<file path="src/rtl/core/rps_pkg.sv">
package rps_pkg;

    // field widths fixed by the stream format
    localparam int SCORE_W            = 10;
    localparam int RAND_W             = 31;
    localparam int PIDX_W             = 6;
    localparam int SQ_W               = 2 * SCORE_W;
    localparam int MAX_POPULATION_DEF = 64;

    // request kinds carried in s_tuser
    localparam logic REQ_LOAD   = 1'b0;
    localparam logic REQ_SELECT = 1'b1;

    // controller states
    typedef enum logic [2:0] {
        ST_IDLE,
        ST_SUM,
        ST_MOD_A,
        ST_PICK_A,
        ST_MOD_B,
        ST_PICK_B,
        ST_OUT_A,
        ST_OUT_B
    } rps_state_t;

    // what the output register is loaded with
    typedef enum logic [1:0] {
        OUT_PARENT_A,
        OUT_PARENT_B,
        OUT_FALLBACK
    } out_sel_t;

    // controller to datapath commands
    typedef struct packed {
        logic     load;
        logic     capture;
        logic     walk_start;
        logic     walk_pick;
        logic     walk_mask;
        logic     mod_start;
        logic     mod_second;
        logic     keep_first;
        logic     out_load;
        out_sel_t out_sel;
    } rps_cmd_t;

    // datapath to controller status
    typedef struct packed {
        logic walk_busy;
        logic found;
        logic div_busy;
    } rps_stat_t;

endpackage

</file>
<file path="src/rtl/core/rps_divider.sv">
module rps_divider
    import rps_pkg::*;
#(
    parameter int TOT_W = 26
) (
    input  logic               aclk,
    input  logic               aresetn,
    input  logic               start,
    input  logic [RAND_W-1:0]  dividend,
    input  logic [TOT_W-1:0]   divisor,
    output logic               busy,
    output logic [TOT_W-1:0]   remainder
);

    localparam int CNT_W = $clog2(RAND_W + 1);

    logic [CNT_W-1:0]  cnt_reg;
    logic [RAND_W-1:0] dvd_reg;
    logic [TOT_W-1:0]  rem_reg;
    logic [TOT_W-1:0]  div_reg;
    logic [TOT_W:0]    trial;
    logic [TOT_W-1:0]  rem_next;

    // one restoring step: shift in the next dividend bit, subtract if it fits
    always_comb begin
        trial = {rem_reg, dvd_reg[RAND_W-1]};
        if (trial >= {1'b0, div_reg}) begin
            rem_next = TOT_W'(trial - {1'b0, div_reg});
        end else begin
            rem_next = trial[TOT_W-1:0];
        end
    end

    // iteration counter
    always_ff @(posedge aclk) begin
        if (!aresetn) begin
            cnt_reg <= '0;
        end else if (start) begin
            cnt_reg <= CNT_W'(RAND_W);
        end else if (cnt_reg != '0) begin
            cnt_reg <= cnt_reg - CNT_W'(1);
        end
    end

    // dividend shifter, remainder and divisor
    always_ff @(posedge aclk) begin
        if (start) begin
            dvd_reg <= dividend;
            rem_reg <= '0;
            div_reg <= divisor;
        end else if (cnt_reg != '0) begin
            dvd_reg <= {dvd_reg[RAND_W-2:0], 1'b0};
            rem_reg <= rem_next;
        end
    end

    assign busy      = (cnt_reg != '0);
    assign remainder = rem_reg;

endmodule

</file>
<file path="src/rtl/core/rps_datapath.sv">
module rps_datapath
    import rps_pkg::*;
#(
    parameter int MAX_POPULATION = MAX_POPULATION_DEF
) (
    input  logic               aclk,
    input  logic               aresetn,
    input  rps_cmd_t           cmd,
    input  logic [SCORE_W-1:0] score,
    input  logic               first_item,
    input  logic [RAND_W-1:0]  rand_one,
    input  logic [RAND_W-1:0]  rand_two,
    output rps_stat_t          stat,
    output logic [PIDX_W-1:0]  parent_index,
    output logic               fallback,
    output logic               last_result
);

    localparam int IDX_W = $clog2(MAX_POPULATION);
    localparam int CNT_W = $clog2(MAX_POPULATION + 1);
    localparam int TOT_W = SQ_W + IDX_W;

    // score store, single write and single registered read port
    logic [SCORE_W-1:0] mem [MAX_POPULATION];

    logic [CNT_W-1:0]   count_reg;
    logic [CNT_W-1:0]   cnt_base;
    logic               load_ok;

    logic [RAND_W-1:0]  rand_one_reg;
    logic [RAND_W-1:0]  rand_two_reg;

    logic               walk_act_reg;
    logic               pick_mode_reg;
    logic               mask_reg;
    logic [CNT_W-1:0]   issue_cnt_reg;
    logic               issue_en;

    logic               v1_reg;
    logic [IDX_W-1:0]   idx1_reg;
    logic [SCORE_W-1:0] rd_data_reg;
    logic               v2_reg;
    logic [IDX_W-1:0]   idx2_reg;
    logic [SQ_W-1:0]    sq_reg;

    logic [TOT_W-1:0]   acc_reg;
    logic [TOT_W-1:0]   acc_next;
    logic               hit;
    logic               found_reg;
    logic [IDX_W-1:0]   pick_idx_reg;
    logic [SQ_W-1:0]    pick_sq_reg;
    logic [IDX_W-1:0]   p0_reg;

    logic [TOT_W-1:0]   total_reg;
    logic [TOT_W-1:0]   total_next;
    logic [RAND_W-1:0]  dividend;
    logic               div_busy;
    logic [TOT_W-1:0]   rem;

    logic [PIDX_W-1:0]  out_idx_reg;
    logic               out_fb_reg;
    logic               out_last_reg;

    // load position: restart flag forces slot zero
    assign cnt_base = first_item ? '0 : count_reg;
    assign load_ok  = (cnt_base < CNT_W'(MAX_POPULATION));

    always_ff @(posedge aclk) begin
        if (!aresetn) begin
            count_reg <= '0;
        end else if (cmd.load && load_ok) begin
            count_reg <= cnt_base + CNT_W'(1);
        end
    end

    // store write and walk read
    always_ff @(posedge aclk) begin
        if (cmd.load && load_ok) begin
            mem[cnt_base[IDX_W-1:0]] <= score;
        end
        rd_data_reg <= mem[issue_cnt_reg[IDX_W-1:0]];
    end

    // random words of the select beat
    always_ff @(posedge aclk) begin
        if (cmd.capture) begin
            rand_one_reg <= rand_one;
            rand_two_reg <= rand_two;
        end
    end

    // walk address generator
    assign issue_en = walk_act_reg && (issue_cnt_reg < count_reg);

    always_ff @(posedge aclk) begin
        if (!aresetn) begin
            walk_act_reg  <= 1'b0;
            issue_cnt_reg <= '0;
        end else if (cmd.walk_start) begin
            walk_act_reg  <= 1'b1;
            issue_cnt_reg <= '0;
        end else if (cmd.out_load || !issue_en) begin
            walk_act_reg  <= 1'b0;
        end else begin
            issue_cnt_reg <= issue_cnt_reg + CNT_W'(1);
        end
    end

    always_ff @(posedge aclk) begin
        if (cmd.walk_start) begin
            pick_mode_reg <= cmd.walk_pick;
            mask_reg      <= cmd.walk_mask;
        end
    end

    // read and square stages
    always_ff @(posedge aclk) begin
        if (!aresetn) begin
            v1_reg <= 1'b0;
            v2_reg <= 1'b0;
        end else if (cmd.walk_start) begin
            v1_reg <= 1'b0;
            v2_reg <= 1'b0;
        end else begin
            v1_reg <= issue_en;
            v2_reg <= v1_reg && !(mask_reg && (idx1_reg == p0_reg));
        end
    end

    always_ff @(posedge aclk) begin
        idx1_reg <= issue_cnt_reg[IDX_W-1:0];
        idx2_reg <= idx1_reg;
        sq_reg   <= rd_data_reg * rd_data_reg;
    end

    // running sum and first-crossing detect
    assign acc_next = acc_reg + TOT_W'(sq_reg);
    assign hit      = pick_mode_reg && v2_reg && !found_reg && (acc_next > rem);

    always_ff @(posedge aclk) begin
        if (!aresetn) begin
            found_reg <= 1'b0;
        end else if (cmd.walk_start) begin
            found_reg <= 1'b0;
        end else if (hit) begin
            found_reg <= 1'b1;
        end
    end

    always_ff @(posedge aclk) begin
        if (cmd.walk_start) begin
            acc_reg <= '0;
        end else if (v2_reg && !found_reg) begin
            acc_reg <= acc_next;
        end
        if (hit) begin
            pick_idx_reg <= idx2_reg;
            pick_sq_reg  <= sq_reg;
        end
        if (cmd.keep_first) begin
            p0_reg <= pick_idx_reg;
        end
    end

    // draw total: full sum plus one, then less the first pick
    assign total_next = cmd.mod_second ? (total_reg - TOT_W'(pick_sq_reg))
                                       : (acc_reg + TOT_W'(1));
    assign dividend   = cmd.mod_second ? rand_two_reg : rand_one_reg;

    always_ff @(posedge aclk) begin
        if (cmd.mod_start) begin
            total_reg <= total_next;
        end
    end

    rps_divider #(
        .TOT_W (TOT_W)
    ) u_divider (
        .aclk      (aclk),
        .aresetn   (aresetn),
        .start     (cmd.mod_start),
        .dividend  (dividend),
        .divisor   (total_next),
        .busy      (div_busy),
        .remainder (rem)
    );

    // result register
    always_ff @(posedge aclk) begin
        if (cmd.out_load) begin
            case (cmd.out_sel)
                OUT_PARENT_A: begin
                    out_idx_reg  <= PIDX_W'(p0_reg);
                    out_fb_reg   <= 1'b0;
                    out_last_reg <= 1'b0;
                end
                OUT_PARENT_B: begin
                    out_idx_reg  <= PIDX_W'(pick_idx_reg);
                    out_fb_reg   <= 1'b0;
                    out_last_reg <= 1'b1;
                end
                default: begin
                    out_idx_reg  <= '0;
                    out_fb_reg   <= 1'b1;
                    out_last_reg <= 1'b1;
                end
            endcase
        end
    end

    assign stat.walk_busy = issue_en || v1_reg || v2_reg;
    assign stat.found     = found_reg;
    assign stat.div_busy  = div_busy;

    assign parent_index = out_idx_reg;
    assign fallback     = out_fb_reg;
    assign last_result  = out_last_reg;

endmodule

</file>
<file path="src/rtl/core/rps_ctrl.sv">
module rps_ctrl
    import rps_pkg::*;
(
    input  logic      aclk,
    input  logic      aresetn,
    input  logic      s_tvalid,
    input  logic      req_type,
    input  logic      m_tready,
    input  rps_stat_t stat,
    output logic      s_tready,
    output logic      m_tvalid,
    output rps_cmd_t  cmd
);

    rps_state_t state_reg;
    rps_state_t state_next;

    // state register
    always_ff @(posedge aclk) begin
        if (!aresetn) begin
            state_reg <= ST_IDLE;
        end else begin
            state_reg <= state_next;
        end
    end

    // next state and commands
    always_comb begin
        state_next = state_reg;
        cmd        = '0;
        cmd.out_sel = OUT_FALLBACK;
        s_tready   = 1'b0;
        m_tvalid   = 1'b0;
        case (state_reg)
            ST_IDLE: begin
                s_tready = 1'b1;
                if (s_tvalid) begin
                    if (req_type == REQ_LOAD) begin
                        cmd.load = 1'b1;
                    end else begin
                        cmd.capture    = 1'b1;
                        cmd.walk_start = 1'b1;
                        state_next     = ST_SUM;
                    end
                end
            end
            ST_SUM: begin
                if (!stat.walk_busy) begin
                    cmd.mod_start = 1'b1;
                    state_next    = ST_MOD_A;
                end
            end
            ST_MOD_A: begin
                if (!stat.div_busy) begin
                    cmd.walk_start = 1'b1;
                    cmd.walk_pick  = 1'b1;
                    state_next     = ST_PICK_A;
                end
            end
            ST_PICK_A: begin
                if (stat.found) begin
                    cmd.keep_first = 1'b1;
                    cmd.mod_start  = 1'b1;
                    cmd.mod_second = 1'b1;
                    state_next     = ST_MOD_B;
                end else if (!stat.walk_busy) begin
                    cmd.out_load = 1'b1;
                    cmd.out_sel  = OUT_FALLBACK;
                    state_next   = ST_OUT_B;
                end
            end
            ST_MOD_B: begin
                if (!stat.div_busy) begin
                    cmd.walk_start = 1'b1;
                    cmd.walk_pick  = 1'b1;
                    cmd.walk_mask  = 1'b1;
                    state_next     = ST_PICK_B;
                end
            end
            ST_PICK_B: begin
                if (stat.found) begin
                    cmd.out_load = 1'b1;
                    cmd.out_sel  = OUT_PARENT_A;
                    state_next   = ST_OUT_A;
                end else if (!stat.walk_busy) begin
                    cmd.out_load = 1'b1;
                    cmd.out_sel  = OUT_FALLBACK;
                    state_next   = ST_OUT_B;
                end
            end
            ST_OUT_A: begin
                m_tvalid = 1'b1;
                if (m_tready) begin
                    cmd.out_load = 1'b1;
                    cmd.out_sel  = OUT_PARENT_B;
                    state_next   = ST_OUT_B;
                end
            end
            ST_OUT_B: begin
                m_tvalid = 1'b1;
                if (m_tready) begin
                    state_next = ST_IDLE;
                end
            end
            default: begin
                state_next = ST_IDLE;
            end
        endcase
    end

endmodule

</file>
<file path="src/rtl/core/roulette_parent_select_top.sv">
// Roulette parent selection with squared-score weights. A load beat (s_tuser[0] = 0) writes one
// score into the next slot of the store; s_tuser[1] restarts the slot count first,
// and loads past MAX_POPULATION entries are dropped. A select beat (s_tuser[0] = 1) runs two
// draws without replacement and returns either two beats with the chosen load positions
// (m_tlast on the second) or one fallback beat (m_tuser set, index zero). A select runs
// one summing walk and up to two picking walks over the store's single read port (a pick
// walk ends early on a hit), and up to two bit-serial modulo passes of 31 steps each.
// The block takes one beat at a time and accepts no new beat until all results of a select
// have been taken.
module roulette_parent_select_top
    import rps_pkg::*;
#(
    parameter int MAX_POPULATION = MAX_POPULATION_DEF
) (
    input  logic        aclk,
    input  logic        aresetn,
    input  logic        s_tvalid,
    output logic        s_tready,
    input  logic [71:0] s_tdata,   // score, rand_one, rand_two
    input  logic [1:0]  s_tuser,   // req_type, first_item
    output logic        m_tvalid,
    input  logic        m_tready,
    output logic [7:0]  m_tdata,   // parent_index, zero fill
    output logic [0:0]  m_tuser,   // fallback
    output logic        m_tlast
);

    rps_cmd_t          cmd;
    rps_stat_t         stat;
    logic [PIDX_W-1:0] parent_index;
    logic              fallback;

    rps_ctrl u_ctrl (
        .aclk     (aclk),
        .aresetn  (aresetn),
        .s_tvalid (s_tvalid),
        .req_type (s_tuser[0]),
        .m_tready (m_tready),
        .stat     (stat),
        .s_tready (s_tready),
        .m_tvalid (m_tvalid),
        .cmd      (cmd)
    );

    rps_datapath #(
        .MAX_POPULATION (MAX_POPULATION)
    ) u_datapath (
        .aclk         (aclk),
        .aresetn      (aresetn),
        .cmd          (cmd),
        .score        (s_tdata[SCORE_W-1:0]),
        .first_item   (s_tuser[1]),
        .rand_one     (s_tdata[SCORE_W+RAND_W-1:SCORE_W]),
        .rand_two     (s_tdata[SCORE_W+2*RAND_W-1:SCORE_W+RAND_W]),
        .stat         (stat),
        .parent_index (parent_index),
        .fallback     (fallback),
        .last_result  (m_tlast)
    );

    assign m_tdata    = {2'b00, parent_index};
    assign m_tuser[0] = fallback;

`ifndef NO_ASSERTIONS
    // input and output sides never open together
    assert property (@(posedge aclk) disable iff (!aresetn)
        !(s_tready && m_tvalid))
        else $error("input and result channel active together");

    // a fallback beat is always the last one and carries index zero
    assert property (@(posedge aclk) disable iff (!aresetn)
        (m_tvalid && m_tuser[0]) |-> (m_tlast && (m_tdata[5:0] == 6'd0)))
        else $error("malformed fallback beat");

    // a load beat never causes a result
    assert property (@(posedge aclk) disable iff (!aresetn)
        (s_tvalid && s_tready && (s_tuser[0] == REQ_LOAD)) |=> !m_tvalid)
        else $error("result after load beat");

    // a select beat starts the summing walk, no result right away
    assert property (@(posedge aclk) disable iff (!aresetn)
        (s_tvalid && s_tready && (s_tuser[0] == REQ_SELECT)) |=> (!m_tvalid && !s_tready))
        else $error("select beat did not start a draw");
`endif

endmodule

</file>
<file path="config.mk">
export PLATFORM = sky130hd
export DESIGN_NAME = roulette_parent_select_top
export DESIGN_NICKNAME = d
export VERILOG_FILES = /design/src/rtl/core/rps_pkg.sv /design/src/rtl/core/rps_divider.sv /design/src/rtl/core/rps_datapath.sv /design/src/rtl/core/rps_ctrl.sv /design/src/rtl/core/roulette_parent_select_top.sv
export SDC_FILE = /design/constraint.sdc
export NUM_CORES = 1
export LEC_CHECK = 0
export ABC_AREA = 1
export BUFFER_PORTS_ARGS = -buffer_cell sky130_fd_sc_hd__buf_2
export CORE_AREA = 8 8 344 346
export CTS_CLUSTER_DIAMETER = 120
export DETAILED_ROUTE_END_ITERATION = 6
export DIE_AREA = 0 0 352 354
export GPL_TIMING_DRIVEN = 1
export SLEW_MARGIN = 20
export SYNTH_ARGS = -nofsm -noshare
export SYNTH_HDL_FRONTEND = slang
export SYNTH_SLANG_ARGS = --single-unit
</file>
<file path="constraint.sdc">
create_clock -name aclk -period 6.9 [get_ports aclk]
set_input_delay 1.38 -clock aclk [delete_from_list [all_inputs] [get_ports aclk]]
set_output_delay 1.38 -clock aclk [all_outputs]
set_load 0.02 [all_outputs]
</file>
==> flow_summary_export.csv, run 1 <==
group,metric,value,unit
worst_hold_path,whs_path_depth,0,
clock_tree,clkTransAtPathRegs,60,ps
timing,fin_tns_setup,0,ps
logic_synthesis,yosysMostFrequentCell,"edfxtp_1",
timing,hold_viol_final,0,
worst_setup_path,worst-setup-path-type,"reg -> reg",
pwr,p_per_area,410,nW/µm²
global_routing,grt_antenna_before_repair,3,
worst_setup_path,critical_path_peak_fanout,12,
clock_tree,root_buffer,"clkbuf_16",
clock_tree,cts_made_buffers,96,
cells_and_area,synthToLayoutAreaGrowth,11.2,%
clock_tree,clock_path_buffers,3,
worst_setup_path,cp.arrival,5110,ps
logic_synthesis,synth_edf_count,800,
timing,fin_crit_sh,66.2,%
global_routing,grt_usage,18.7,%
worst_setup_path,cp-start-kind,"flip-flop",
cells_and_area,drive_gt1_share,7.86,%
route,avgRoutedWirePerCell,20.0,µm
timing,fmax,0.219,GHz
worst_setup_path,r2r_cells,17,
placement,placed_area,46400,µm²
logic_synthesis,synthTopCellsByCount,"edfxtp_1 (800), nand2_1 (750), nor2_1 (647)",
job,drv_cap,0,
placement,routabilityCongestion,0.952,
clock_tree,ctsHoldBuffers,0,
timing,skew,77.1,ps
timing,worst_pin_slew,1160,ps
logic_synthesis,syn_avg_cell_area,10.0,µm²
global_routing,grt_pass1_vias,30800,
pwr,fin_total_pwr,0.0204,W
logic_synthesis,syn-instance-count,4449,
outcome,status,"completed",
global_routing,grt_pass1_wl,185000,µm
clock_tree,h-tree-depth,3,
route,ant_nets,0,
cells_and_area,insertedDiodeCount,0,
worst_hold_path,hold_path.class,"reg -> reg",
logic_synthesis,synth_area_leaders,"edfxtp_1 (54%), nand2_1 (6.3%), nor2_1 (5.4%)",
logic_synthesis,netlist.area_leader.share,53.8,%
timing,final-setup-viol-count,0,
placement,dp_hpwl,79500,µm
floorplanning,dieArea,125000,µm²
cells_and_area,largest_reg_flops,640,
logic_synthesis,synth-seq-cells,919,
route,dr.first_iter.drc_count,3417,
global_routing,overflow,0,
clock_tree,cts_resized,0,
floorplanning,fp.dieH,354,µm
cells_and_area,num-nets-final,4763,
logic_synthesis,syn-cell-area,44700,µm²
cells_and_area,fillers,10700,
clock_tree,clkLatencyLatePin,710,ps
floorplanning,die_x,352,µm
logic_synthesis,ys_seq_area_share,59.1,%
global_routing,grt_max_degree,167,
worst_setup_path,critPathCaptureType,"flip-flop",
clock_tree,cts_setup_buffers,0,
route,first_pass_iters,6,
placement,port_buffers,87,
pwr,ir_worst_vdd,0.427,mV
route,wl,122000,µm
timing,max_slew_margin,22.8,%
floorplanning,initial_utilization,39.5,%
pwr,p_leak,19.3,nW
worst_setup_path,cp.required,7440,ps
cells_and_area,final-instance-count-excl-fill,6081,
placement,dp.cells,5902,
floorplanning,placementRows,124,
route,routed_via_density,5.35,
logic_synthesis,yosys.area.top_type,"edfxtp_1",
logic_synthesis,synth_flop_cell,"edfxtp_1",
route,drc,0,
timing,fin_crit,4570,ps
floorplanning,core,113000,µm²
logic_synthesis,synth_async_sr_flop_share,0,%
route,vias,32500,
timing,final_max_slew_viol_count,0,
clock_tree,cts_tree,"built",
timing,rsz0062_at_grt,"no",
floorplanning,io_pins,90,
clock_tree,cts.sinks,919,
logic_synthesis,synth_warnings,0,
cells_and_area,fin_area,49700,µm²
logic_synthesis,yosysUniqueCellTypes,65,
-- worst max-delay path, cell delays in order (launching register included) --
cell and delay, ps:
dfxtp_1 600, nand2_1 150, inv_1 100, fa_1 440, fa_1 470, ha_1 310, fa_1 510, fa_1 420
ha_1 360, nand2_1 70, inv_1 70, nand3_1 60, o21ai_1 290, nand2_1 110, nand2_1 140, nand3_1 110
nand3_1 110, nand2_1 50
-- layout make-up --
cell class	instances	area [µm²]	area share (%)
flip-flops and latches	919	26400	53.2
multi-input cells	2915	15800	31.8
clock buffers	128	2570	5.18
well taps	1512	1890	3.81
inverters	439	1660	3.35
repair buffers	117	673	1.36
clock inverters	51	639	1.29
-- worst paths after layout --
path	startpoint	endpoint	slack, ps
setup / recovery	u_datapath.rd_data_reg[1]	u_datapath.sq_reg[18]	2330
hold / removal	u_datapath.idx1_reg[4]	u_datapath.idx2_reg[4]	360
setup reg to reg	u_datapath.rd_data_reg[1]	u_datapath.sq_reg[18]	2330
hold reg to reg	u_datapath.idx1_reg[4]	u_datapath.idx2_reg[4]	360
-- per-layer routing --
metal / track usage [%] / up-vias / wire, µm
li1: - / 15500 / -
met1: 27.5 / 15700 / 56000
met2: 28.7 / 1138 / 53900
met3: 3.27 / 180 / 9190
met4: 4.32 / 0 / 2490
met5: 0 / - / 0
-- report_power, final --
group          internal [W]  switching, W
sequential          0.00664      0.000323
combinational       0.00287       0.00529
clock               0.00299       0.00225
-- through the flow --
| stage | setup slack, ps | utilization (%) | hold slack (ps) |
|---|---|---|---|
| after floorplan | 1690 | - | 332 |
| after global placement | 2270 | 41.1 | 356 |
| after detailed placement | 2310 | 41.1 | 356 |
| after CTS | 2290 | 43.9 | 367 |
| after global routing | 1960 | 43.9 | 369 |
| final | 2330 | 43.9 | 364 |
-- cell usage in the layout (no fill, tap or decap), types with 29 or more instances in the layout --
master and instances:
nor2_1 640, a21oi_1 158, o22ai_1 84, o211ai_1 70, buf_2 87, fa_1 47
ha_1 150, a31oi_1 37, inv_1 413, clkbuf_16 97, buf_4 29, dfxtp_1 116
nor3_1 29, nand4_1 79, nand3_1 221, edfxtp_1 800, o21ai_0 429, xor2_1 49
nand2_1 750
-- cells by family after synthesis --
group / count (synthesis) / share of synthesized area (%)
buffers and inverters: 616 / 5.51
other: 1 / 0.00840
muxes: 2 / 0.0448
and+or+nand+nor: 1811 / 17.2
DFF: 919 / 59.1
xor gates and xnor gates: 68 / 1.33
AOI/OAI and AO/OA: 835 / 10.4
adders and majority gates: 197 / 6.31
No activity file was read; power rests on OpenSTA's default activity.
==> run 2, diff against run 1 <==
==> constraint.sdc (replaced) <==
create_clock -name aclk -period 4 [get_ports aclk]
set_input_delay 0.8 -clock aclk [delete_from_list [all_inputs] [get_ports aclk]]
set_output_delay 0.8 -clock aclk [all_outputs]
set_load 0.02 [all_outputs]
==> run 2 against run 1 <==
  * The run now ends with setup timing left
  * Routed wire length is 0.79% higher
  * Final cell count rose by 2.7%
  * Largest cell class unchanged
  * Critical path depth grew 2
  * Design area is 3.7% higher
  * Largest power group unchanged
  * Sequential power grew 72%
==> flow_summary_export.csv, run 2 (synthesis gave the netlist of run 1 again) <==
group,metric,value,unit
clock_tree,clkTransAtPathRegs,70,ps
clock_tree,ctsHoldBuffers,0,
pwr,power.switching,0.0160,W
global_routing,grt_antenna_before_repair,5,
floorplanning,placementRows,124,
global_routing,grt_usage,18.9,%
worst_hold_path,hold_path.class,"in -> reg",
timing,final-setup-viol-count,12,
worst_setup_path,cp-start-kind,"flip-flop",
global_routing,grt_pass1_vias,31200,
cells_and_area,final_cell_mix,"edfxtp_1 (800), nand2_1 (722), nor2_1 (640), o21ai_0 (425), inv_1 (404)",
placement,dp_hpwl,81700,µm
global_routing,grt_pass1_wl,187000,µm
clock_tree,h-tree-depth,3,
pwr,pwr-share-comb,49.6,%
timing,timing.final.ws_setup,-97.7,ps
worst_setup_path,cp.required,4540,ps
clock_tree,root_buffer,"clkbuf_16",
outcome,status,"finished with violations",
global_routing,overflow,0,
cells_and_area,drive_gt1_share,13.2,%
timing,fmax,0.244,GHz
timing,fin_crit,4100,ps
timing,skew,68.4,ps
cells_and_area,fillers,10600,
pwr,seqPwrFrac,28.6,%
placement,routabilityCongestion,0.898,
clock_tree,cts_tree,"built",
pwr,p_leak,20.2,nW
worst_hold_path,hold_path_startpoint,"s_tdata[20]",
pwr,p_per_area,810,nW/µm²
route,routed_via_density,5.28,
worst_setup_path,critPathCaptureType,"flip-flop",
worst_setup_path,startpoint,"u_datapath.rd_data_reg[4]",
timing,worst_pin_slew,1060,ps
route,avgRoutedWirePerCell,19.6,µm
worst_setup_path,critical_path_peak_fanout,5,
worst_setup_path,cp.arrival,4640,ps
job,drv_cap,0,
pwr,clock_power_share,21.8,%
timing,fin_crit_sh,102,%
timing,rsz0062_at_grt,"yes",
pwr,ir_worst_vdd,1.82,mV
pwr,p_sw_share,38.4,%
cells_and_area,num-nets-final,4922,
outcome,violations,"setup timing",
pwr,fin_total_pwr,0.0418,W
cells_and_area,mostFrequentLayoutCell,"edfxtp_1",
cells_and_area,multi_input_comb_area,16300,µm²
floorplanning,dieArea,125000,µm²
placement,port_buffers,87,
timing,hold_viol_final,0,
cells_and_area,regArea,26400,µm²
floorplanning,initial_utilization,39.5,%
route,wl,123000,µm
cells_and_area,synthToLayoutAreaGrowth,15.4,%
floorplanning,fp.dieH,354,µm
route,drc,0,
timing,fin_tns_setup,-664,ps
worst_setup_path,cp_cell_sequence,"buf_6 -> nand2_2 -> inv_2 -> fa_1 -> fa_1 -> ha_1 -> fa_1 -> fa_1 -> ha_4 -> buf_4 -> nand2_4 -> nor2_4 -> nand2_2 -> nand3_4 -> nand3_2 -> nand2_2 -> nand2_2 -> nand3b_1 -> nand2_1",
route,dr.first_iter.drc_count,3120,
worst_setup_path,crit_path_max_incr_delay,520,ps
timing,final_max_slew_viol_count,0,
floorplanning,io_pins,90,
cells_and_area,largest_reg_flops,640,
worst_setup_path,r2r-start,"u_datapath.rd_data_reg[4]",
placement,dp.cells,6048,
timing,max_slew_margin,29.4,%
global_routing,grt_max_degree,181,
floorplanning,die_x,352,µm
cells_and_area,final-instance-count-excl-fill,6244,
pwr,p_int,0.0257,W
floorplanning,core,113000,µm²
clock_tree,cts.sinks,919,
clock_tree,cts_made_buffers,99,
route,vias,33000,
worst_setup_path,cp_slowest_cell,"fa_1",
clock_tree,clock_path_buffers,3,
worst_setup_path,worst-setup-path-type,"reg -> reg",
route,first_pass_iters,5,
clock_tree,clkLatencyLatePin,700,ps
route,ant_nets,0,
==> run 2: power groups by stage <==
stage          combinational, W  sequential (W)  clock, W
2_1_floorplan            0.0114          0.0119         0
3_3_place_gp             0.0168          0.0121         0
3_5_place_dp             0.0169          0.0121         0
4_1_cts                  0.0189          0.0119   0.00928
5_1_grt                  0.0230          0.0120   0.00963
6_report                 0.0207          0.0120   0.00909
==> run 2: final cells by class <==
type	instances	share of cell area [%]
clock inverters	62	1.18
well taps	1512	3.67
repair buffers	273	3.79
diodes	1	0.00486
multi-input cells	2915	31.7
inverters	439	3.23
clock buffers	123	5.14
flip-flops and latches	919	51.3
==> run 2: worst paths after layout <==
kind                                 end  cells after the start  slack, ps
max                u_datapath.sq_reg[19]                     19       -100
min          u_datapath.rand_one_reg[10]                      1        280
max reg2reg        u_datapath.sq_reg[19]                     19       -100
min reg2reg       u_datapath.idx2_reg[4]                      0        360
==> run 2: repair_timing <==
action	in CTS	in global routing
gates cloned	0	0
setup buffers	5	5
gates resized for setup	56	72
endpoints found under the setup margin	13	35
pin swaps	33	42
==> run 2: worst max-delay path, delay by kind of cell, from the launching register on <==
kind	cells	cell delay (ps)
DFF	1	380
buffers and inverters	3	280
adders and majority gates	6	2540
and+or+nand+nor	10	760
==> run 2: routing by layer <==
layer,GRT usage [%],wire length (µm),part of all wire (%)
met3,2.70,7490,6.1
met4,3.93,2010,1.6
met5,0,12,0.0098
met1,27.9,57800,47
met2,29.6,55200,45
==> run 2: stage by stage <==
| stage | util [%] | hold WS [ps] | cell area [µm²] | setup slack (ps) |
|---|---|---|---|---|
| global placement | 42.2 | 359 | 47700 | -283 |
| global route | 45.6 | 241 | 51500 | -237 |
| CTS | 45.3 | 225 | 51200 | -96.8 |
| detailed placement | 42.2 | 361 | 47700 | -280 |
| floorplan | - | 332 | 44800 | -5.12 |
| finish | 45.6 | 276 | 51500 | -97.7 |
